### config.mk
export PLATFORM = sky130hd
export DESIGN_NAME = pfbe_ctrl
export DESIGN_NICKNAME = d
export VERILOG_FILES = /design/src/design/pfbe_pkg.sv /design/src/design/pfbe_ctrl.sv
export SDC_FILE = /design/constraint.sdc
export NUM_CORES = 1
export LEC_CHECK = 0
export ABC_AREA = 1
export BUFFER_PORTS_ARGS = -buffer_cell sky130_fd_sc_hd__clkbuf_2
export CAP_MARGIN = 20
export CORE_MARGIN = 2
export CORE_UTILIZATION = 40
export CTS_BUF_LIST = sky130_fd_sc_hd__clkbuf_4
export CTS_CLUSTER_SIZE = 40
export DETAILED_ROUTE_END_ITERATION = 8
export GPL_ROUTABILITY_DRIVEN = 1
export SYNTH_ARGS = -nofsm -noshare
export SYNTH_HDL_FRONTEND = slang
export SYNTH_SLANG_ARGS = --single-unit
### constraint.sdc
create_clock -name clock -period 2.6 [get_ports clock]
set_input_delay 0.13 -clock clock [delete_from_list [all_inputs] [get_ports clock]]
set_output_delay 0.13 -clock clock [all_outputs]
set_load 0.05 [all_outputs]
### src/design/pfbe_pkg.sv
`timescale 1ns / 1ps

package pfbe_pkg;

   // Command codes carried in the request tuser
   localparam logic [2:0] OP_CLEAR_ALL  = 3'd0;
   localparam logic [2:0] OP_CLEAR_PAGE = 3'd1;
   localparam logic [2:0] OP_WRITE      = 3'd2;
   localparam logic [2:0] OP_BLIT       = 3'd3;
   localparam logic [2:0] OP_READ       = 3'd4;

   // Configuration register indexes
   localparam logic REG_WIDTH  = 1'b0;
   localparam logic REG_HEIGHT = 1'b1;

   // Reset values of the configuration registers
   localparam logic [7:0] WIDTH_RESET  = 8'd128;
   localparam logic [6:0] HEIGHT_RESET = 7'd64;

   // Decoded and clipped request, handed from the decoder to the sequencer
   typedef struct packed {
      logic [2:0]  op;     // command code
      logic        ok;     // command is in range and completes with status 0
      logic [2:0]  page;   // target page (first page for a blit)
      logic [6:0]  col;    // target column
      logic [15:0] bits;   // write byte, or blit bits shifted over two pages
      logic [15:0] mask;   // blit mask shifted over two pages
      logic [8:0]  width;  // columns in use after saturation
      logic [4:0]  pages;  // pages in use after saturation
   } pfbe_plan_type;

   // Merge new bits into a stored byte under a mask
   function automatic logic [7:0] pfbe_merge(input logic [7:0] old_byte,
                                             input logic [7:0] new_bits,
                                             input logic [7:0] mask);
      return (new_bits & mask) | (old_byte & ~mask);
   endfunction

endpackage

### src/design/pfbe_ctrl.sv
`timescale 1ns / 1ps

module pfbe_ctrl import pfbe_pkg::*; #(
   parameter int MAX_COLS  = 128,
   parameter int MAX_PAGES = 8,
   localparam int AW = $clog2(MAX_PAGES * MAX_COLS)
) (
   input  logic          clock,
   input  logic          reset,
   input  logic          req_valid,
   input  logic          req_last,
   input  pfbe_plan_type plan,
   output logic          req_ready,
   output logic          rsp_valid,
   input  logic          rsp_ready,
   output logic [7:0]    rsp_byte,
   output logic          rsp_status,
   output logic          rsp_last,
   output logic          mem_wr_en,
   output logic [AW-1:0] mem_wr_addr,
   output logic [7:0]    mem_wr_data,
   output logic          mem_rd_en,
   output logic [AW-1:0] mem_rd_addr,
   input  logic [7:0]    mem_rd_data
);

   localparam int CW  = $clog2(MAX_COLS + 1);
   localparam int PGW = $clog2(MAX_PAGES + 1);

   localparam logic [2:0] ST_IDLE  = 3'd0;
   localparam logic [2:0] ST_SWEEP = 3'd1;
   localparam logic [2:0] ST_READ  = 3'd2;
   localparam logic [2:0] ST_BLIT1 = 3'd3;
   localparam logic [2:0] ST_BLIT2 = 3'd4;
   localparam logic [2:0] ST_HOLD  = 3'd5;

   logic [2:0]     state_ff, state_in;
   logic [PGW-1:0] page_ff, page_in;
   logic [PGW-1:0] page_end_ff, page_end_in;
   logic [CW-1:0]  col_ff, col_in;
   logic [CW-1:0]  col_end_ff, col_end_in;
   logic           silent_ff, silent_in;
   logic [15:0]    bits_ff, bits_in;
   logic [15:0]    mask_ff, mask_in;
   logic           fin_ff, fin_in;
   logic [7:0]     res_rd_ff, res_rd_in;
   logic           res_st_ff, res_st_in;
   logic           res_fin_ff, res_fin_in;
   logic           rsp_valid_ff, rsp_valid_in;
   logic [7:0]     rsp_byte_ff, rsp_byte_in;
   logic           rsp_status_ff, rsp_status_in;
   logic           rsp_last_ff, rsp_last_in;

   logic           slot_free;
   logic           done;
   logic [7:0]     done_rd;
   logic           done_st;
   logic           done_fin;
   logic [PGW-1:0] page_next;

   function automatic logic [AW-1:0] cell_addr(input logic [4:0] pg, input logic [8:0] cl);
      return AW'(32'(pg) * 32'(MAX_COLS) + 32'(cl));
   endfunction

   assign req_ready  = (state_ff == ST_IDLE);
   assign rsp_valid  = rsp_valid_ff;
   assign rsp_byte   = rsp_byte_ff;
   assign rsp_status = rsp_status_ff;
   assign rsp_last   = rsp_last_ff;
   assign slot_free  = !rsp_valid_ff || rsp_ready;
   assign page_next  = PGW'(page_ff + PGW'(1));

   always_comb begin
      state_in      = state_ff;
      page_in       = page_ff;
      page_end_in   = page_end_ff;
      col_in        = col_ff;
      col_end_in    = col_end_ff;
      silent_in     = silent_ff;
      bits_in       = bits_ff;
      mask_in       = mask_ff;
      fin_in        = fin_ff;
      res_rd_in     = res_rd_ff;
      res_st_in     = res_st_ff;
      res_fin_in    = res_fin_ff;
      rsp_valid_in  = rsp_valid_ff && !rsp_ready;
      rsp_byte_in   = rsp_byte_ff;
      rsp_status_in = rsp_status_ff;
      rsp_last_in   = rsp_last_ff;
      done          = 1'b0;
      done_rd       = 8'd0;
      done_st       = 1'b0;
      done_fin      = fin_ff;
      mem_wr_en     = 1'b0;
      mem_wr_addr   = '0;
      mem_wr_data   = 8'd0;
      mem_rd_en     = 1'b0;
      mem_rd_addr   = '0;

      unique case (state_ff)
         // Take a request and start its work
         ST_IDLE: begin
            if (req_valid) begin
               fin_in   = req_last;
               done_fin = req_last;
               page_in  = PGW'(plan.page);
               col_in   = CW'(plan.col);
               bits_in  = plan.bits;
               mask_in  = plan.mask;
               unique case (plan.op)
                  OP_CLEAR_ALL: begin
                     if (plan.width == 9'd0 || plan.pages == 5'd0) begin
                        done = 1'b1;
                     end else begin
                        state_in    = ST_SWEEP;
                        page_in     = '0;
                        page_end_in = PGW'(plan.pages);
                        col_in      = '0;
                        col_end_in  = CW'(plan.width);
                     end
                  end
                  OP_CLEAR_PAGE: begin
                     if (!plan.ok) begin
                        done    = 1'b1;
                        done_st = 1'b1;
                     end else if (plan.width == 9'd0) begin
                        done = 1'b1;
                     end else begin
                        state_in    = ST_SWEEP;
                        page_end_in = PGW'(5'(plan.page) + 5'd1);
                        col_in      = '0;
                        col_end_in  = CW'(plan.width);
                     end
                  end
                  OP_WRITE: begin
                     mem_wr_en   = plan.ok;
                     mem_wr_addr = cell_addr(5'(plan.page), 9'(plan.col));
                     mem_wr_data = plan.bits[7:0];
                     done        = 1'b1;
                     done_st     = !plan.ok;
                  end
                  OP_READ: begin
                     mem_rd_addr = cell_addr(5'(plan.page), 9'(plan.col));
                     if (plan.ok) begin
                        mem_rd_en = 1'b1;
                        state_in  = ST_READ;
                     end else begin
                        done    = 1'b1;
                        done_st = 1'b1;
                     end
                  end
                  OP_BLIT: begin
                     mem_rd_addr = cell_addr(5'(plan.page), 9'(plan.col));
                     if (plan.ok) begin
                        mem_rd_en = 1'b1;
                        state_in  = ST_BLIT1;
                     end else begin
                        done    = 1'b1;
                        done_st = 1'b1;
                     end
                  end
                  default: begin
                     done    = 1'b1;
                     done_st = 1'b1;
                  end
               endcase
            end
         end
         // Zero one entry per cycle, columns first, then pages
         ST_SWEEP: begin
            mem_wr_en   = 1'b1;
            mem_wr_addr = cell_addr(5'(page_ff), 9'(col_ff));
            mem_wr_data = 8'd0;
            if ((CW + 1)'(col_ff) + (CW + 1)'(1) == (CW + 1)'(col_end_ff)) begin
               col_in = '0;
               if ((PGW + 1)'(page_ff) + (PGW + 1)'(1) == (PGW + 1)'(page_end_ff)) begin
                  done = 1'b1;
               end else begin
                  page_in = page_next;
               end
            end else begin
               col_in = CW'(col_ff + CW'(1));
            end
         end
         // Return the byte read at accept time
         ST_READ: begin
            done    = 1'b1;
            done_rd = mem_rd_data;
         end
         // Merge the first page; fetch the next page if the column spans it
         ST_BLIT1: begin
            mem_wr_en   = 1'b1;
            mem_wr_addr = cell_addr(5'(page_ff), 9'(col_ff));
            mem_wr_data = pfbe_merge(mem_rd_data, bits_ff[7:0], mask_ff[7:0]);
            mem_rd_addr = cell_addr(5'(page_next), 9'(col_ff));
            if (mask_ff[15:8] != 8'd0) begin
               mem_rd_en = 1'b1;
               state_in  = ST_BLIT2;
            end else begin
               done = 1'b1;
            end
         end
         // Merge the lower page
         ST_BLIT2: begin
            mem_wr_en   = 1'b1;
            mem_wr_addr = cell_addr(5'(page_next), 9'(col_ff));
            mem_wr_data = pfbe_merge(mem_rd_data, bits_ff[15:8], mask_ff[15:8]);
            done        = 1'b1;
         end
         // Hold a finished result until the output register frees up
         ST_HOLD: begin
            if (slot_free) begin
               rsp_valid_in  = 1'b1;
               rsp_byte_in   = res_rd_ff;
               rsp_status_in = res_st_ff;
               rsp_last_in   = res_fin_ff;
               state_in      = ST_IDLE;
            end
         end
         default: begin
            state_in = ST_IDLE;
         end
      endcase

      // Deliver the result, or park it; the power-up sweep has none
      if (done) begin
         if (silent_ff) begin
            silent_in = 1'b0;
            state_in  = ST_IDLE;
         end else if (slot_free) begin
            rsp_valid_in  = 1'b1;
            rsp_byte_in   = done_rd;
            rsp_status_in = done_st;
            rsp_last_in   = done_fin;
            state_in      = ST_IDLE;
         end else begin
            res_rd_in  = done_rd;
            res_st_in  = done_st;
            res_fin_in = done_fin;
            state_in   = ST_HOLD;
         end
      end
   end

   // Control state
   always_ff @(posedge clock) begin
      if (reset) begin
         state_ff     <= ST_SWEEP;
         page_ff      <= '0;
         page_end_ff  <= PGW'(MAX_PAGES);
         col_ff       <= '0;
         col_end_ff   <= CW'(MAX_COLS);
         silent_ff    <= 1'b1;
         rsp_valid_ff <= 1'b0;
      end else begin
         state_ff     <= state_in;
         page_ff      <= page_in;
         page_end_ff  <= page_end_in;
         col_ff       <= col_in;
         col_end_ff   <= col_end_in;
         silent_ff    <= silent_in;
         rsp_valid_ff <= rsp_valid_in;
      end
   end

   // Payload
   always_ff @(posedge clock) begin
      bits_ff       <= bits_in;
      mask_ff       <= mask_in;
      fin_ff        <= fin_in;
      res_rd_ff     <= res_rd_in;
      res_st_ff     <= res_st_in;
      res_fin_ff    <= res_fin_in;
      rsp_byte_ff   <= rsp_byte_in;
      rsp_status_ff <= rsp_status_in;
      rsp_last_ff   <= rsp_last_in;
   end

endmodule

=== Word level (Yosys, flattened, before mapping) ===
Index checks and enable logic that the tools add are counted.

* Register bits after elaboration: 82
* Input port bits: 73
* Output and inout port bits: 42
* Word-level logic and storage cells: 173

* Add/sub/neg operators: 8
* Equal/unequal tests: 27
* Mux-type cells: 87
* Bitwise gates (word level): 10
* Reductions and logical operators: 25

{| class="wikitable"
|+ Operators by type and width
! operator !! count
|-
| two-way mux 8 bit || 13
|-
| two-way mux 10 bit || 4
|-
| two-way mux 3 bit || 13
|-
| two-way mux 1 bit || 33
|-
| bitwise AND 8 bit || 4
|-
| one-hot mux 8 bit (2 select lines) || 2
|-
| one-hot mux 10 bit (3 select lines) || 1
|-
| two-way mux 4 bit || 6
|-
| one-hot mux 3 bit (4 select lines) || 2
|-
| one-hot mux 8 bit (3 select lines) || 1
|-
| two-way mux 7 bit || 3
|-
| adder 10 x 8 -> 10 bit || 2
|-
| inequality test 4 bit, second input constant || 5
|-
| one-hot mux 10 bit (2 select lines) || 1
|-
| NOT 8 bit || 2
|-
| OR 8 bit || 2
|-
| one-hot mux 4 bit (2 select lines) || 2
|-
| one-hot mux 7 bit (2 select lines) || 1
|-
| equality test 3 x 2 -> 1 bit, second input constant || 4
|-
| inequality test 2 bit, second input constant || 6
|-
| adder 10 x 7 -> 10 bit || 1
|-
| AND reduction 10 bit || 1
|-
| adder 8 x 1 -> 9 bit, second input constant || 1
|-
| equality test 3 bit, second input constant || 3
|-
| 29 further kinds || 44
|}

=== Longest topological paths before layout ===
* Depth after elaboration: 8
* Mapped depth: 16
* Mapped depth without buffers: 15

=== Worst setup path after synthesis ===
OpenSTA, ideal clock, no wires.

* Path kind: register -> output
* From: register state_ff[0]
* To: output mem_rd_addr[7]
* Arrival time: 3379 ps
* Required time: 2470 ps
* Slack: -909 ps
* Cell stages (with the launch flop): 9
* Path buffers: 1
* Cell sequence: dfxtp_1 -> nor2_1 -> inv_1 -> nor2_1 -> inv_1 -> nor2_4 -> buf_2 -> nand2_1 -> o21ai_0

* Word-level cells in the longest chain between the ends: 2
* Elaborated cells between the ends (all ways): 3
* Those cells by class: eq/ne: 1; mux: 1; reduce/logical: 1

{| class="wikitable"
|+ Ends and longest elaborated chain
! element !! line !! source
|-
| start, declared || pfbe_ctrl.sv:37 || <nowiki>logic [2:0] state_ff, state_in;</nowiki>
|-
| start signal, assigned || pfbe_ctrl.sv:256 || <nowiki>state_ff <= state_in;</nowiki>
|-
| logical NOT 3 bit || n/a ||
|-
| net req_ready || pfbe_ctrl.sv:13 || <nowiki>output logic req_ready,</nowiki>
|-
| one-hot mux 10 bit (2 select lines) || pfbe_ctrl.sv:100 || <nowiki>unique case (state_ff)</nowiki>
|-
| end, declared || pfbe_ctrl.sv:23 || <nowiki>output logic [AW-1:0] mem_rd_addr,</nowiki>
|}

The timed path passes the listed nets, and every way through them passes these cells.

=== Worst setup path after layout ===
* From: register state_ff[0]
* To: output mem_wr_addr[5]

* Word-level cells in the longest chain between the ends: 3
* Elaborated cells between the ends (all ways): 6
* Those cells by class: eq/ne: 3; mux: 1; reduce/logical: 2

{| class="wikitable"
|+ Ends and longest elaborated chain
! element !! line !! source
|-
| equality test 3 x 2 -> 1 bit / equality test 3 x 1 -> 1 bit (equally long branches) || pfbe_ctrl.sv:100 ||
|-
| OR reduction 2 bit (no line) || n/a ||
|-
| one-hot mux 10 bit (3 select lines) (*) || pfbe_ctrl.sv:100 ||
|-
| end, declared || pfbe_ctrl.sv:20 || <nowiki>output logic [AW-1:0] mem_wr_addr,</nowiki>
|}

Every way passes the cells marked *; elsewhere a longest branch is shown, timed or not.

==> metrics.md <==
| Metric | Value |
|---|---|
| Final hold slack | 0.03676 ns |
| Mapped Area | 0.004484 mm^2 |
| Clk_skew | between 0.02 and 0.03 ns |
| Yosys Warn Count | 0 |
| Main synth FF type | edfxtp_1 |
| Status | finished clean |
| Area Overhead vs Synth | 34.46% |
| Normalized max-slew margin | 56.15% |
| HPWL after DPL | 9458 um |
| Fmax | between 0.4 and 0.5 GHz |
| Diode count | 0 |
| Seq/Total Area, Yosys | 45.98% |
| Worst slew pin tran | 0.6561 ns |
| Syn_area_per_cell | 7.881 um^2 |
| ANT nets after route | 0 |
| Area share of the largest cell type after synthesis | 28.13% |
| Power Internal | 2.389 mW |
| Final worst-path cycle share | about 96% |
| Endpoint type of the worst setup path | output pin |
| Die footprint | around 0.012 mm^2 |
| Worst min path class | primary input to flop |
| Max Cap Viol | 0 |
| Setup Viol. Count Final | 0 |
| Nets@finish | 818 |
| Fin Setup TNS | 0 ns |
| H-tree depth | 3 |
| CTS Buf Count | 9 |
| Lkg Pwr | 2.698 nW |
| Final hold vios | 0 |
| Yosys top cell by area | edfxtp_1 |
| Slew Viols, Final | 0 |
| Die Wd | 109.9 um |
| Worst Path Required | 2.47 ns |
| Pre-antenna DRT Iters | 5 |
| WP data arrival | 2.36 ns |
| Core region area | 0.01089 mm^2 |
| Vias/cell | around 5.1 |
| Logic gate share of total power | between 40% and 50% |
| Residual DRC count | 0 |
| DR vias | 4464 |
| Pin count of the biggest net entering global routing | 22 |
| Unrepaired setup endpoints after global routing | false |
| Initial Util | 41.19% |
| Post-synth top cells | nand2_1 (143), inv_1 (65), nor2_1 (55), o21ai_0 (45), edfxtp_1 (42) |
| Final min period | 2.493 ns |
| Sequential share of power | 39.9% |
| Switching pwr | 1.949 mW |
| Clock transition at path regs | about 0.15 ns |
| Clk buf depth | 2 |
| Pwr dens | a little over 700 mW/mm^2 |
| Layout cells sized above 1 | 25.57% |
| GRT Total Usage | 22.54% |
| Crit start category | flop |
| Sw Share | 44.93% |
| Distinct cells, synth | 36 |
| Gpl congestion | 0.8812 |
| Critical Setup Path Class | flop to output pin |
| Routed len/inst | roughly 15 um |
| CTS Root Cell | clkbuf_4 |
| Fill count | 1028 |
| Die Ht | 109.9 um |
| Ys async rst share | 0% |
| Crit-path max FO | 20 |
| Clock sinks | 82 |
| Initial antenna violation count | 0 |
| Mapped Cells | 569 |
| Clock power share | 15.8% |
| Port bufs | 114 |
| Synth area leaders | edfxtp_1 (28%), dfxtp_1 (18%), nand2_1 (12%) |
| Peak VDD IR | approximately 0.00056 V |
| First-pass GRT wire length | 20560 um |
| DRT Wirelength | 12890 um |
| Synthesized Nets | 649 |
| Synth Register Bits | a little over 80 |
| TritonCTS clock tree | built |
| 1st-iter DRT viols | 226 |
| Vias in the first global route | 4206 |
| Worst skew pair latency | 0.47 ns |
| Most common cell in the netlist | nand2_1 |
| # rows | 38 |
| # IOs | 115 |
| Total gr overflow | 0 |
| Post-synth EDFFs | 42 |
-- repair_timing --
| action | 4_1_cts | 5_1_grt |
|---|---|---|
| gates resized for setup | 3 | 11 |
| setup buffers | 0 | 1 |
| gates cloned | 0 | 1 |
| hold buffers | 50 | 0 |
| endpoints found under the setup margin | 9 | 36 |
| pin swaps | 0 | 2 |
| endpoints found under the hold margin | 54 | 0 |
-- final cells by class --
cell class	instances	area [um^2]	share of cell area, %
multi-input combinational	404	2200	36.48
sequential	82	2062	34.20
timing repair buffer	174	1221	20.25
inverter	67	252.7	4.192
tap	140	175.2	2.905
clock buffer	10	75.07	1.245
clock inverter	6	43.79	0.7263
-- metrics by stage --
step | power, mW | cells | util [%] | worst slack, ns | cell area [um^2]
after CTS | 4.345 | 881 | 55.09 | 0.01017 | 5998
after floorplan | 3.135 | 569 | - | 0.009185 | 4599
after detailed placement | 3.600 | 815 | 49.35 | 0.2158 | 5373
after global routing | 4.625 | 883 | 55.38 | 0.0005786 | 6030
final | 4.337 | 883 | 55.38 | 0.1066 | 6030
after global placement | 3.574 | 815 | 49.35 | 0.3326 | 5373
-- state kept, by name, summed over array words and instances (netlist names) --
| name | cells |
|---|---|
| bits_ff | 16 |
| mask_ff | 16 |
| col_end_ff | 8 |
| col_ff | 8 |
| res_rd_ff | 8 |
| rsp_byte | 8 |
| page_end_ff | 4 |
| page_ff | 4 |
| state_ff | 3 |
| fin_ff | 1 |
| res_fin_ff | 1 |
| res_st_ff | 1 |
| rsp_last | 1 |
| rsp_status | 1 |
| rsp_valid | 1 |
| silent_ff | 1 |
-- cell families after synthesis --
| group | after synthesis | share of synthesized area [%] |
|---|---|---|
| AND/OR/NAND/NOR | 264 | 25.33 |
| XOR/XNOR | 7 | 1.702 |
| flip-flops | 82 | 45.98 |
| AO/OA/AOI/OAI | 115 | 15.01 |
| adder cells (fa/ha/maj) | 7 | 1.953 |
| buffers and inverters | 84 | 7.784 |
| multiplexers | 10 | 2.232 |
-- critical path: stages (launching register included) --
cell,delay [ns]
dfxtp_1,0.36
nor2_1,0.10
inv_1,0.06
nor2_2,0.20
inv_1,0.12
nor2_4,0.18
buf_4,0.29
nand2_1,0.13
o22ai_2,0.12
clkbuf_2,0.31
-- cell usage in the layout (no fill, tap or decap), types with 2 or more instances in the layout --
cell	instances
dfxtp_1	40
mux2i_1	10
clkinvlp_4	3
clkbuf_2	103
o221ai_2	2
nand3b_1	3
buf_4	10
buf_12	4
o21ai_2	11
xnor2_1	2
xor2_1	3
clkbuf_4	16
nor2_2	6
nand4_1	8
a31oi_1	11
nand3_1	37
dlygate4sd3_1	50
edfxtp_1	42
o22ai_2	15
o22ai_1	2
nor2_1	53
nand3_2	2
nor2_4	5
nor3_1	4
a31o_2	2
a21oi_1	24
nand2_1	143
ha_1	7
inv_1	65
xnor2_2	2
o21ai_0	44
nand2_2	3
-- path summary, 6_finish.rpt --
path / start / endpoint / slack, ns / cells past startpoint
worst max-delay path: state_ff[0] / mem_wr_addr[5] / 0.11 / 9
worst min-delay path: plan[3] / page_end_ff[3] / 0.04 / 5
worst max register to register: col_ff[0] / res_rd_ff[6] / 0.28 / 11
worst min register to register: col_end_ff[0] / col_end_ff[0] / 0.49 / 2
-- power groups by stage --
stage	Clock, mW	Combinational (mW)	Sequential, mW
final	0.686	1.92	1.73
after global routing	0.758	2.10	1.76
after CTS	0.708	1.90	1.73
after detailed placement	0	1.84	1.76
after global placement	0	1.82	1.75
after floorplan	0	1.27	1.86
-- routing by layer --
layer	share of wire [%]	track usage, %	up-vias
met1	45	29.95	2058
met2	48	36.81	137
met5	0	0	-
li1	-	-	2248
met4	2.1	8.680	0
met3	4.7	3.497	21
Power figures use the tool's default switching activity.
