File: config.mk
export PLATFORM = sky130hd
export DESIGN_NAME = pfbe_decode
export DESIGN_NICKNAME = d
export VERILOG_FILES = /design/src/design/pfbe_pkg.sv /design/src/design/pfbe_decode.sv
export SDC_FILE = /design/constraint.sdc
export NUM_CORES = 1
export LEC_CHECK = 0
export BUFFER_PORTS_ARGS = -buffer_cell sky130_fd_sc_hd__buf_2
export CAP_MARGIN = 20
export CORE_MARGIN = 2
export CORE_UTILIZATION = 44
export DETAILED_ROUTE_END_ITERATION = 12
export MAX_ROUTING_LAYER = met4
export PLACE_DENSITY_LB_ADDON = 0.1
export SETUP_SLACK_MARGIN = 0.3
export SYNTH_ARGS = -nofsm -noshare
export SYNTH_HDL_FRONTEND = slang
export SYNTH_SLANG_ARGS = --single-unit
File: constraint.sdc
create_clock -name vclk -period 6.68
set_clock_uncertainty 0.15 [all_clocks]
set_input_delay 0.668 -clock vclk [all_inputs]
set_output_delay 0.668 -clock vclk [all_outputs]
set_load 0.01 [all_outputs]
File: src/design/pfbe_pkg.sv
`timescale 1ns / 1ps

package pfbe_pkg;

   // Command codes carried in the request tuser
   localparam logic [2:0] OP_CLEAR_ALL  = 3'd0;
   localparam logic [2:0] OP_CLEAR_PAGE = 3'd1;
   localparam logic [2:0] OP_WRITE      = 3'd2;
   localparam logic [2:0] OP_BLIT       = 3'd3;
   localparam logic [2:0] OP_READ       = 3'd4;

   // Configuration register indexes
   localparam logic REG_WIDTH  = 1'b0;
   localparam logic REG_HEIGHT = 1'b1;

   // Reset values of the configuration registers
   localparam logic [7:0] WIDTH_RESET  = 8'd128;
   localparam logic [6:0] HEIGHT_RESET = 7'd64;

   // Decoded and clipped request, handed from the decoder to the sequencer
   typedef struct packed {
      logic [2:0]  op;     // command code
      logic        ok;     // command is in range and completes with status 0
      logic [2:0]  page;   // target page (first page for a blit)
      logic [6:0]  col;    // target column
      logic [15:0] bits;   // write byte, or blit bits shifted over two pages
      logic [15:0] mask;   // blit mask shifted over two pages
      logic [8:0]  width;  // columns in use after saturation
      logic [4:0]  pages;  // pages in use after saturation
   } pfbe_plan_type;

   // Merge new bits into a stored byte under a mask
   function automatic logic [7:0] pfbe_merge(input logic [7:0] old_byte,
                                             input logic [7:0] new_bits,
                                             input logic [7:0] mask);
      return (new_bits & mask) | (old_byte & ~mask);
   endfunction

endpackage

File: src/design/pfbe_decode.sv
`timescale 1ns / 1ps

module pfbe_decode import pfbe_pkg::*; #(
   parameter int MAX_COLS  = 128,
   parameter int MAX_PAGES = 8
) (
   input  logic [2:0]    func,
   input  logic [2:0]    page_sel,
   input  logic [6:0]    col_pos,
   input  logic [5:0]    y_pos,
   input  logic [3:0]    bit_count,
   input  logic [7:0]    pix_bits,
   input  logic [7:0]    width_cfg,
   input  logic [6:0]    height_cfg,
   output pfbe_plan_type plan
);

   logic [8:0]  w_eff;
   logic [7:0]  h_eff;
   logic [4:0]  pages;
   logic        page_ok;
   logic        col_ok;
   logic [3:0]  cnt_sat;
   logic [7:0]  room;
   logic [3:0]  cnt;
   logic [7:0]  cnt_mask;
   logic [15:0] blit_bits;
   logic [15:0] blit_mask;

   // Saturate the registers to the store size
   assign w_eff = (9'(width_cfg) > 9'(MAX_COLS)) ? 9'(MAX_COLS) : 9'(width_cfg);
   assign h_eff = (8'(height_cfg) > 8'(8 * MAX_PAGES)) ? 8'(8 * MAX_PAGES)
                                                       : 8'(height_cfg);
   assign pages = 5'((9'(h_eff) + 9'd7) >> 3);

   assign page_ok = 5'(page_sel) < pages;
   assign col_ok  = 9'(col_pos) < w_eff;

   // Clip the blit height to 8 and to the rows left below y
   assign cnt_sat  = (bit_count > 4'd8) ? 4'd8 : bit_count;
   assign room     = (h_eff > 8'(y_pos)) ? (h_eff - 8'(y_pos)) : 8'd0;
   assign cnt      = (8'(cnt_sat) > room) ? room[3:0] : cnt_sat;
   assign cnt_mask = 8'((9'd1 << cnt) - 9'd1);

   // Spread bits and mask over the first page (low byte) and the next (high byte)
   assign blit_bits = {8'd0, pix_bits & cnt_mask} << y_pos[2:0];
   assign blit_mask = {8'd0, cnt_mask} << y_pos[2:0];

   always_comb begin
      plan.op    = func;
      plan.page  = (func == OP_BLIT) ? y_pos[5:3] : page_sel;
      plan.col   = col_pos;
      plan.bits  = (func == OP_BLIT) ? blit_bits : {8'd0, pix_bits};
      plan.mask  = blit_mask;
      plan.width = w_eff;
      plan.pages = pages;
      unique case (func)
         OP_CLEAR_ALL:      plan.ok = 1'b1;
         OP_CLEAR_PAGE:     plan.ok = page_ok;
         OP_WRITE, OP_READ: plan.ok = page_ok && col_ok;
         OP_BLIT:           plan.ok = col_ok && (cnt != 4'd0);
         default:           plan.ok = 1'b0;
      endcase
   end

endmodule

## After elaboration in Yosys (flattened, before gate mapping)

Index checks and enable logic that the tools add are counted.

- Register bits: 0
- Bits of input ports: 46
- Output and inout port bits: 60
- Logic and storage cells: 31

- Add/subtract/negate cells: 3
- Order comparisons: 7
- Equality and inequality tests: 4
- Shift operators: 3
- Muxes and demuxes: 8
- Bitwise logic cells: 1
- Reduce and logical (&&, ||, !) cells: 5

Operators with widths:

| kind | count |
|---|---|
| left shift 8 x 3 -> 16 bit | 2 |
| 2-to-1 mux 16 bit | 1 |
| 2-to-1 mux 8 bit | 2 |
| adder 7 x 3 -> 8 bit (second input constant) | 1 |
| bitwise AND 8 bit | 1 |
| greater-than comparator 4 x 8 -> 1 bit | 1 |
| greater-than comparator 8 bit (second input constant) | 1 |
| less-than comparator 7 x 8 -> 1 bit | 1 |
| 2-to-1 mux 4 bit | 2 |
| left shift 1 x 4 -> 8 bit (first input constant) | 1 |
| subtractor 7 x 6 -> 8 bit | 1 |
| subtractor 8 x 1 -> 8 bit (second input constant) | 1 |
| greater-than comparator 7 x 6 -> 1 bit | 1 |
| greater-than comparator 7 bit (second input constant) | 1 |
| 2-to-1 mux 7 bit | 1 |
| == test 3 x 2 -> 1 bit (second input constant) | 2 |
| less-than comparator 3 x 5 -> 1 bit | 1 |
| greater-than comparator 4 bit (second input constant) | 1 |
| case mux 1 bit (4 select lines) | 1 |
| nonzero test 4 bit | 1 |
| == test 3 x 1 -> 1 bit (second input constant) | 1 |
| == test 3 bit (second input constant) | 1 |
| logical NOT 3 bit | 1 |
| 2-to-1 mux 3 bit | 1 |
| other kinds (2) | 3 |

## Depth between registers and ports, before layout

Gate-level depths: netlist of the first run.

- Depth in word-level cells: 11
- Gate-level depth with buffers: 28
- Gate-level depth less buffers: 25

## Worst setup path before layout of the first run

Ideal clock, no wire load.

- Path type: input -> output
- Start: input port height_cfg[6]
- End: output port plan[20] in the netlist's numbering
- Arrival time: 6.072 ns
- Required time: 5.862 ns
- Slack: -0.210 ns
- Cell stages on the path: 27
- Path buffers: 3
- Path through: clkbuf_1 -> nand2b_1 -> ha_1 -> inv_1 -> fa_1 -> a21o_1 -> a221oi_1 -> or2_2 -> inv_1 -> ha_1 -> nand3b_1 -> nand2_1 -> o211ai_1 -> a211o_1 -> buf_6 -> mux2i_2 -> buf_2 -> nand2b_1 -> nor3b_1 -> inv_1 -> ha_1 -> inv_1 -> o211ai_1 -> a2bb2oi_1 -> o32a_1 -> mux4_2 -> mux2i_1

RTL lines:

| what | line | source |
|---|---|---|
| start: declaration | pfbe_decode.sv:14 | `input logic [6:0] height_cfg,` |
| end: declaration | pfbe_decode.sv:15 | `output pfbe_plan_type plan` |

==> metrics.yaml, run 1 <==
global_routing:
  grt_pass1_vias: 2207
  grt_remaining_overflow: 0
  grt_max_degree: 31
  antenna_found_initial: 0
  grtUsageTotal_pct: 23.5
  wire_length_of_the_first_global_routing_pass_um: 9980
floorplan:
  width_of_the_chip_um: 71.3
  initial_core_util_pct: 45.8
  ioPinCount: 106
  die-height_um: 71.3
  total_die_area_sq_um: 5090
  core_sq_um: 4350
  row_count: 24
worst_setup_path:
  worst-endpoint-required_ps: 5860
  nature_of_the_critical_path_startpoint: "input port"
  endpoint_class_of_the_critical_path: "primary output"
  critical_path_arrival_ps: 5600
  worst-setup-path-type: "input port to primary output"
  critical_path.max_fanout: 7
final_layout:
  final_common_cell: "sky130_fd_sc_hd__buf_2"
  layout-area-overhead-vs-synth_pct: 40.7
  final_core_utilization_pct: 64.5
  layout.clock_buffers: 0
  antenna_cells_inserted: 0
  ff_latch_area_sq_um: 0
  post_layout_nonfiller_instances: 461
  layout.cells.most_common_list: "100 x sky130_fd_sc_hd__buf_2, 28 x sky130_fd_sc_hd__nand2_1, 26 x sky130_fd_sc_hd__o21ai_0"
  finish.net_count: 477
  drive_gt1_share_pct: 41.1
  sequential_cell_count: 0
  final_cell_area_sq_um: 2810
drt:
  drt.antenna.violating_nets: 0
  routed_via_density: 5.69
  routed_wl_um: 6580
  vias: 2622
  routed.top_layer: "met4"
  firstDrtPassIters: 4
  drt_first_iter_violations: 277
  wl_met3_um: 537
  m1WireLength_um: 2900
  met2RoutedLength_um: 3120
  wl_per_cell_um: 14.3
  drc: 0
placement:
  place.detailed.instances: 446
  hpwl_um: 4990
  placed_cell_area_sq_um: 2520
  gpl.final_weighted_congestion: 0.939
  port-buffer-count: 102
timing:
  final_min_period_over_clock_period_pct: 96.1
  setup_tns_ps: 0
  finalHoldViolCount: 0
  max_slew_violation_total_from_the_final_report: 0
  setup-violations-final: 0
  min_period_ps: 6420
  timing.slew.headroom_pct: 59.7
  tightestPinTransition_ps: 598
  setup_repair_after_global_routing_missed_its_margin: "yes"
  max_freq_ghz: 0.156
yosys:
  synth.avg_cell_area_sq_um: 6.42
  leading_post_synthesis_cells_by_cell_area: "sky130_fd_sc_hd__ha_1 12%, sky130_fd_sc_hd__o21ai_0 6.5%, sky130_fd_sc_hd__nand2_1 5.6%"
  post_synth_instance_area_sq_um: 2000
  post-synth-top-area-fraction_pct: 11.9
  synth_sequential_area_ratio_pct: 0
  muxShareOfSynthArea_pct: 7.59
  yosys_warnings: 0
  main_combinational_cell_family_by_area_after_synthesis: "compound AO/OA/AOI/OAI gates"
  syn-instance-count: 311
  synth_simple_gate_area_share_pct: 31.2
  ys_types: 66
  yosys.area.top_type: "sky130_fd_sc_hd__ha_1"
  synth_fa_ha_area_share_pct: 12.9
  compound_gate_fraction_of_synth_area_pct: 33.4
  synth_xor_xnor_area_share_pct: 1.76
min_path:
  hold_path_sink: "plan[46]"
  min_path_type: "input port to primary output"
  timing.hold.worst_path_depth: 2
  hold_path_startpoint: "col_pos[0]"
power:
  power.static_leakage_nw: 1.42
  vdd_drop_max_mv: 0.0457
  power_per_cell_area_nw_per_um2: 119
  design_power_total_w: 0.000334
status:
  run_status: "finished clean"
cts:
  cts_hold_buffers: 0
job:
  maxCapViolations: 0
report_power, final:
part / internal, W / switching, W / total (W)
clock: 0 / 0 / 0
combinational: 0.000152 / 0.000182 / 0.000334
sequential: 0 / 0 / 0
total: 0.000152 / 0.000182 / 0.000334
repair_timing:
item | 4_1_cts | 5_1_grt
gates resized for setup | 5 | 29
endpoints found under the setup margin | 6 | 18
setup buffers | 3 | 11
pin swaps | 4 | 13
gates cloned | 0 | 1
cell type report:
type	instances	area (sq um)
Multi-Input combinational cell	261	1920
Fill cell	405	1550
Timing Repair Buffer	127	741
Inverter	21	81.3
Tap cell	52	65.1
per-layer routing:
layer,vias up,track usage [%]
met3,4,0.141
li1,1323,-
met4,0,0.629
met2,128,39.4
met5,-,-
met1,1167,33.9
critical path, cell delays in order:
cell and delay [ps]:
sky130_fd_sc_hd__buf_12 80, sky130_fd_sc_hd__nand2b_4 120, sky130_fd_sc_hd__ha_4 150, sky130_fd_sc_hd__inv_4 30
sky130_fd_sc_hd__fa_2 400, sky130_fd_sc_hd__a21o_1 220, sky130_fd_sc_hd__a221oi_4 310, sky130_fd_sc_hd__or2_4 190
sky130_fd_sc_hd__inv_2 30, sky130_fd_sc_hd__ha_2 170, sky130_fd_sc_hd__nand3b_1 170, sky130_fd_sc_hd__nand2_1 70
sky130_fd_sc_hd__o211ai_1 100, sky130_fd_sc_hd__a211o_2 440, sky130_fd_sc_hd__mux2i_4 230, sky130_fd_sc_hd__nand2b_4 190
sky130_fd_sc_hd__nor3b_4 230, sky130_fd_sc_hd__inv_2 80, sky130_fd_sc_hd__ha_4 190, sky130_fd_sc_hd__inv_2 50
sky130_fd_sc_hd__o211ai_1 110, sky130_fd_sc_hd__a2bb2oi_2 160, sky130_fd_sc_hd__o32a_1 370, sky130_fd_sc_hd__mux4_2 530
sky130_fd_sc_hd__mux2i_2 150, sky130_fd_sc_hd__buf_2 150
metrics by stage:
stage | hold WS, ps | worst slack, ps
after floorplan | 1240 | 340
after global placement | 1390 | 257
after detailed placement | 1390 | 111
after CTS | 1390 | 309
after global routing | 1400 | 65.6
final | 1390 | 257
worst max-delay path by stage:
| stage | startpoint | endpoint | slack, ps | cells after the start |
|---|---|---|---|---|
| 3_5_place_dp | height_cfg[6] | plan[24] | 110 | 26 |
| 3_3_place_gp | height_cfg[6] | plan[24] | 260 | 24 |
| 5_1_grt | height_cfg[6] | plan[24] | 70 | 26 |
| 4_1_cts | height_cfg[6] | plan[24] | 310 | 26 |
| 6_report | height_cfg[6] | plan[24] | 260 | 26 |
| 2_1_floorplan | height_cfg[6] | plan[20] | 340 | 26 |
cell usage after synthesis (2+ instances only):
cell type                  count
sky130_fd_sc_hd__a211oi_1      4
sky130_fd_sc_hd__a21o_1        2
sky130_fd_sc_hd__a21oi_1      12
sky130_fd_sc_hd__a221oi_1      2
sky130_fd_sc_hd__a31oi_1       4
sky130_fd_sc_hd__and2_1        3
sky130_fd_sc_hd__and3_1        5
sky130_fd_sc_hd__buf_4        14
sky130_fd_sc_hd__clkbuf_1     15
sky130_fd_sc_hd__ha_1         19
sky130_fd_sc_hd__inv_1        21
sky130_fd_sc_hd__mux2i_1       9
sky130_fd_sc_hd__mux2i_2       2
sky130_fd_sc_hd__nand2_1      30
sky130_fd_sc_hd__nand2b_1     12
sky130_fd_sc_hd__nand3_1       8
sky130_fd_sc_hd__nand3b_1      2
sky130_fd_sc_hd__nor2_1       25
sky130_fd_sc_hd__nor2b_1      11
sky130_fd_sc_hd__nor3_1        7
sky130_fd_sc_hd__nor4_1        3
sky130_fd_sc_hd__nor4b_1       2
sky130_fd_sc_hd__o211ai_1      6
sky130_fd_sc_hd__o21a_1        4
sky130_fd_sc_hd__o21ai_0      26
sky130_fd_sc_hd__o21ai_1       3
sky130_fd_sc_hd__o221ai_1      2
sky130_fd_sc_hd__o22ai_1      12
sky130_fd_sc_hd__o31ai_1       3
sky130_fd_sc_hd__o41ai_1       2
sky130_fd_sc_hd__or2_2         4
sky130_fd_sc_hd__xnor2_1       2
sky130_fd_sc_hd__xor2_1        2
cells by family (layout without fill, tap and decap cells):
kind of cell             Yosys count  after routing
AO/OA/AOI/OAI                     99             99
AND/OR/NAND/NOR                  121            121
multiplexers                      13             13
XOR/XNOR                           4              4
buffers and inverters             53            148
other                              1              4
adder cells (fa/ha/maj)           20             20
(Power assumes the default switching activity.)
==> run 2, diff against run 1 <==
--- a/config.mk
+++ b/config.mk
@@ -10,7 +10,6 @@
 export CORE_MARGIN = 2
 export CORE_UTILIZATION = 44
 export DETAILED_ROUTE_END_ITERATION = 12
-export MAX_ROUTING_LAYER = met4
 export PLACE_DENSITY_LB_ADDON = 0.1
 export SETUP_SLACK_MARGIN = 0.3
 export SYNTH_ARGS = -nofsm -noshare
==> metrics.yaml, run 2 (synthesis gave the netlist of run 1 again) <==
placement:
  hpwl_um: 5030
  gpl.final_weighted_congestion: 0.925
  placed_cell_area_sq_um: 2520
  port-buffer-count: 102
drt:
  drc: 0
  drt.antenna.violating_nets: 0
  wl_per_cell_um: 14.1
  routed_wl_um: 6500
  drt_first_iter_violations: 278
  routed_via_density: 5.78
  vias: 2672
  firstDrtPassIters: 5
job:
  maxCapViolations: 0
timing:
  finalHoldViolCount: 0
  fin_hold_ws_ps: 1390
  min_period_ps: 6280
  max_slew_violation_total_from_the_final_report: 0
  timing.slew.headroom_pct: 65.7
  max_freq_ghz: 0.159
  setup_tns_ps: 0
  setup-violations-final: 0
  final_min_period_over_clock_period_pct: 94.0
  setup_repair_after_global_routing_missed_its_margin: "yes"
  tightestPinTransition_ps: 512
floorplan:
  width_of_the_chip_um: 71.3
  row_count: 24
  initial_core_util_pct: 45.8
  ioPinCount: 106
  total_die_area_sq_um: 5090
  die-height_um: 71.3
  core_sq_um: 4350
cts:
  cts_hold_buffers: 0
power:
  power.static_leakage_nw: 1.40
  power_per_cell_area_nw_per_um2: 116
  vdd_drop_max_mv: 0.0479
final_layout:
  final_common_cell: "sky130_fd_sc_hd__buf_2"
  finish.net_count: 478
  layout.cells.most_common_list: "100 x sky130_fd_sc_hd__buf_2, 29 x sky130_fd_sc_hd__nand2_1, 26 x sky130_fd_sc_hd__buf_4"
  ff_latch_area_sq_um: 0
  layout-area-overhead-vs-synth_pct: 38.1
  layout.clock_buffers: 0
  antenna_cells_inserted: 0
  sequential_cell_count: 0
  final_cell_area_sq_um: 2760
  drive_gt1_share_pct: 39.8
worst_setup_path:
  worst-endpoint-required_ps: 5860
  critical_path.max_fanout: 6
  critical_path_arrival_ps: 5460
  endpoint_class_of_the_critical_path: "primary output"
  nature_of_the_critical_path_startpoint: "input port"
  worst-setup-path-type: "input port to primary output"
global_routing:
  grt_max_degree: 31
  grt_remaining_overflow: 0
  grt_pass1_vias: 2274
  antenna_found_initial: 0
  grtUsageTotal_pct: 22.6
  wire_length_of_the_first_global_routing_pass_um: 9940
min_path:
  timing.hold.worst_path_depth: 2
  min_path_type: "input port to primary output"
  hold_path_sink: "plan[46]"
  hold_path_startpoint: "col_pos[0]"
status:
  run_status: "finished clean"
run 2: cell count changes in the layout (fill, tap and decap cells not counted), moves of 2 or more:
cell,delta
sky130_fd_sc_hd__o22ai_2,-2
sky130_fd_sc_hd__buf_4,+3
sky130_fd_sc_hd__o22ai_1,+3
sky130_fd_sc_hd__buf_6,-2
run 2: final cells by class:
cell class	instances	area [sq um]
tap	52	65.1
multi-input combinational	261	1870
fill	385	1600
timing repair buffer	128	741
inverter	21	78.8
run 2: layer usage:
metal | track usage [%] | share of wire (%) | vias up
met5 | 0 | 0 | -
met4 | 5.24 | 2.0 | 0
met3 | 0.985 | 7.7 | 12
met2 | 38.0 | 46 | 147
met1 | 31.9 | 44 | 1186
li1 | - | - | 1327
run 2: worst max-delay path, stage by stage:
cell                        delay (ps)
sky130_fd_sc_hd__buf_12             80
sky130_fd_sc_hd__nand2b_4          120
sky130_fd_sc_hd__ha_4              130
sky130_fd_sc_hd__inv_2              40
sky130_fd_sc_hd__fa_2              390
sky130_fd_sc_hd__a21o_1            190
sky130_fd_sc_hd__a221oi_4          290
sky130_fd_sc_hd__or2_4             190
sky130_fd_sc_hd__inv_2              30
sky130_fd_sc_hd__ha_2              170
sky130_fd_sc_hd__nand3b_1          150
sky130_fd_sc_hd__nand2_1            70
sky130_fd_sc_hd__o211ai_1          110
sky130_fd_sc_hd__a211o_2           410
sky130_fd_sc_hd__mux2i_4           230
sky130_fd_sc_hd__nand2b_4          180
sky130_fd_sc_hd__nor3b_4           210
sky130_fd_sc_hd__inv_2              80
sky130_fd_sc_hd__ha_4              180
sky130_fd_sc_hd__inv_2              50
sky130_fd_sc_hd__o211ai_1          110
sky130_fd_sc_hd__a2bb2oi_1         170
sky130_fd_sc_hd__o32a_1            380
sky130_fd_sc_hd__mux4_2            520
sky130_fd_sc_hd__mux2i_2           150
sky130_fd_sc_hd__buf_2             150
run 2: what timing repair did:
action                     CTS  global route
gates resized for setup      3            22
setup buffers                2            13
pin swaps                    1             8
cloned                       0             1
setup endpoints to repair   12            19
run 2: where the power goes:
| part | switching, W | leakage (nW) | total, W | internal [W] |
|---|---|---|---|---|
| clock | 0 | 0 | 0 | 0 |
| sequential | 0 | 0 | 0 | 0 |
| combinational | 0.000175 | 1.40 | 0.000318 | 0.000143 |
run 2: stage by stage:
stage	util, %	worst slack (ps)	instances	power, W
2_1_floorplan	-	340	314	0.000197
3_3_place_gp	57.8	210	446	0.000276
3_5_place_dp	57.8	9.00	446	0.000278
4_1_cts	58.3	339	448	0.000284
5_1_grt	63.3	208	462	0.000347
6_report	63.3	398	462	0.000318
run 2: worst max-delay path by stage:
stage	end	slack (ps)	startpoint	cells past startpoint
2_1_floorplan	plan[20]	340	height_cfg[6]	26
3_3_place_gp	plan[24]	210	height_cfg[6]	26
3_5_place_dp	plan[24]	9	height_cfg[6]	26
4_1_cts	plan[24]	340	height_cfg[6]	26
5_1_grt	plan[24]	210	height_cfg[6]	26
6_report	plan[24]	400	height_cfg[6]	26
==> run 3, diff against run 2 <==
--- a/config.mk
+++ b/config.mk
@@ -8,10 +8,11 @@
 export BUFFER_PORTS_ARGS = -buffer_cell sky130_fd_sc_hd__buf_2
 export CAP_MARGIN = 20
 export CORE_MARGIN = 2
-export CORE_UTILIZATION = 44
+export CORE_UTILIZATION = 52
 export DETAILED_ROUTE_END_ITERATION = 12
 export PLACE_DENSITY_LB_ADDON = 0.1
 export SETUP_SLACK_MARGIN = 0.3
+export SLEW_MARGIN = 20
 export SYNTH_ARGS = -nofsm -noshare
 export SYNTH_HDL_FRONTEND = slang
 export SYNTH_SLANG_ARGS = --single-unit
==> constraint.sdc (replaced) <==
create_clock -name vclk -period 7.86
set_clock_uncertainty 0.15 [all_clocks]
set_input_delay 1.572 -clock vclk [all_inputs]
set_output_delay 1.572 -clock vclk [all_outputs]
set_load 0.01 [all_outputs]
==> metrics.yaml, run 3 (synthesis gave the netlist of run 1 again) <==
global_routing:
  grt.met3_usage_pct: 4.43
  grt_pass1_vias: 2561
  antenna_found_initial: 0
  gr-usage-met1_pct: 41.2
  top_usage_layer: "met2"
  grt_max_degree: 31
  wire_length_of_the_first_global_routing_pass_um: 11500
  grt_remaining_overflow: 0
  grtUsageTotal_pct: 32.1
  groute.layer.met2.usage_pct: 57.2
worst_setup_path:
  critical_path_arrival_ps: 6180
  worst-endpoint-required_ps: 6140
  nature_of_the_critical_path_startpoint: "input port"
  critical_path.max_fanout: 6
  worst-setup-path-type: "input port to primary output"
  endpoint_class_of_the_critical_path: "primary output"
final_layout:
  final_cell_area_sq_um: 3100
  layout.clock_buffers: 0
  number_of_fill_cells: 244
  drive_gt1_share_pct: 49.9
  finish.net_count: 499
  final_core_utilization_pct: 84.2
  final_common_cell: "sky130_fd_sc_hd__buf_2"
  layout-area-overhead-vs-synth_pct: 55.5
  antenna_cells_inserted: 0
  layout.cells.most_common_list: "100 x sky130_fd_sc_hd__buf_2, 43 x sky130_fd_sc_hd__buf_4, 29 x sky130_fd_sc_hd__nand2_1"
  sequential_cell_count: 0
  post_layout_nonfiller_instances: 479
  ff_latch_area_sq_um: 0
placement:
  hpwl_um: 5400
  place.detailed.instances: 465
  port-buffer-count: 102
  gpl.final_weighted_congestion: 0.944
  placed_cell_area_sq_um: 2810
timing:
  finalHoldViolCount: 0
  min_period_ps: 7900
  setup-violations-final: 4
  setup_repair_after_global_routing_missed_its_margin: "yes"
  final_min_period_over_clock_period_pct: 101
  tightestPinTransition_ps: 659
  fin_hold_ws_ps: 3190
  max_freq_ghz: 0.127
  max_slew_violation_total_from_the_final_report: 0
  timing.slew.headroom_pct: 55.6
  post_layout_worst_setup_margin_ps: -43.9
drt:
  drt_first_iter_violations: 343
  vias: 2894
  drt.antenna.violating_nets: 0
  firstDrtPassIters: 5
  routed_wl_um: 7590
  routed_via_density: 6.04
  wl_per_cell_um: 15.8
  drc: 0
power:
  power_per_cell_area_nw_per_um2: 107
  power.static_leakage_nw: 1.55
  vdd_drop_max_mv: 0.0477
  design_power_total_w: 0.000331
status:
  run_status: "finished with violations"
  violated_checks: "setup timing"
floorplan:
  initial_core_util_pct: 54.1
  row_count: 22
  total_die_area_sq_um: 4350
  ioPinCount: 106
  core_sq_um: 3690
  die-height_um: 66.0
  width_of_the_chip_um: 66.0
min_path:
  timing.hold.worst_path_depth: 2
  min_path_type: "input port to primary output"
job:
  maxCapViolations: 0
cts:
  cts_hold_buffers: 0
-- run 3: repair_timing --
action | in CTS | in global routing
pin swaps | 14 | 16
setup buffers | 6 | 8
resized for setup | 25 | 14
setup endpoints to repair | 22 | 24
-- run 3: cell type report --
| type | count | area [sq um] | area share (%) |
|---|---|---|---|
| tap | 48 | 60.1 | 1.93 |
| multi-input combinational | 261 | 2070 | 66.8 |
| timing repair buffer | 149 | 891 | 28.7 |
| inverter | 21 | 78.8 | 2.54 |
-- run 3: worst max-delay path, cell delays in order --
cell                        delay (ps)
sky130_fd_sc_hd__buf_6              70
sky130_fd_sc_hd__nand2b_4          120
sky130_fd_sc_hd__ha_4              130
sky130_fd_sc_hd__inv_2              30
sky130_fd_sc_hd__fa_2              330
sky130_fd_sc_hd__a21o_1            170
sky130_fd_sc_hd__a221oi_2          300
sky130_fd_sc_hd__or2_4             180
sky130_fd_sc_hd__inv_2              40
sky130_fd_sc_hd__ha_4              150
sky130_fd_sc_hd__nand3b_1          170
sky130_fd_sc_hd__nand2_1            80
sky130_fd_sc_hd__o211ai_1          110
sky130_fd_sc_hd__a211o_2           380
sky130_fd_sc_hd__buf_6             160
sky130_fd_sc_hd__mux2i_4           200
sky130_fd_sc_hd__nor3b_4           230
sky130_fd_sc_hd__inv_2              80
sky130_fd_sc_hd__ha_4              160
sky130_fd_sc_hd__inv_2              50
sky130_fd_sc_hd__o211ai_1          120
sky130_fd_sc_hd__a2bb2oi_2         170
sky130_fd_sc_hd__o32a_1            370
sky130_fd_sc_hd__mux4_2            520
sky130_fd_sc_hd__mux2i_2           150
sky130_fd_sc_hd__buf_2             150
-- run 3: routing by layer --
metal | wire (um) | share of wire, %
met2 | 3540 | 47
met4 | 249 | 3.3
met1 | 3060 | 40
met5 | 0 | 0
met3 | 740 | 9.8
-- run 3: per-stage QoR --
stage / setup WS (ps) / setup TNS, ps
finish: -43.9 / -95.9
global route: -273 / -2010
CTS: 85.9 / 0
detailed placement: -137 / -861
global placement: 18.6 / 0
floorplan: -221 / -590
-- run 3: where the power goes --
group / total, W / switching, W / leakage [nW] / internal, W
registers: 0 / 0 / 0 / 0
logic: 0.000331 / 0.000177 / 1.55 / 0.000154
clock network: 0 / 0 / 0 / 0
-- run 3: worst paths after layout --
check | startpoint | endpoint | slack [ps]
max | height_cfg[6] | plan[24] | -40
min | col_pos[0] | plan[46] | 3190
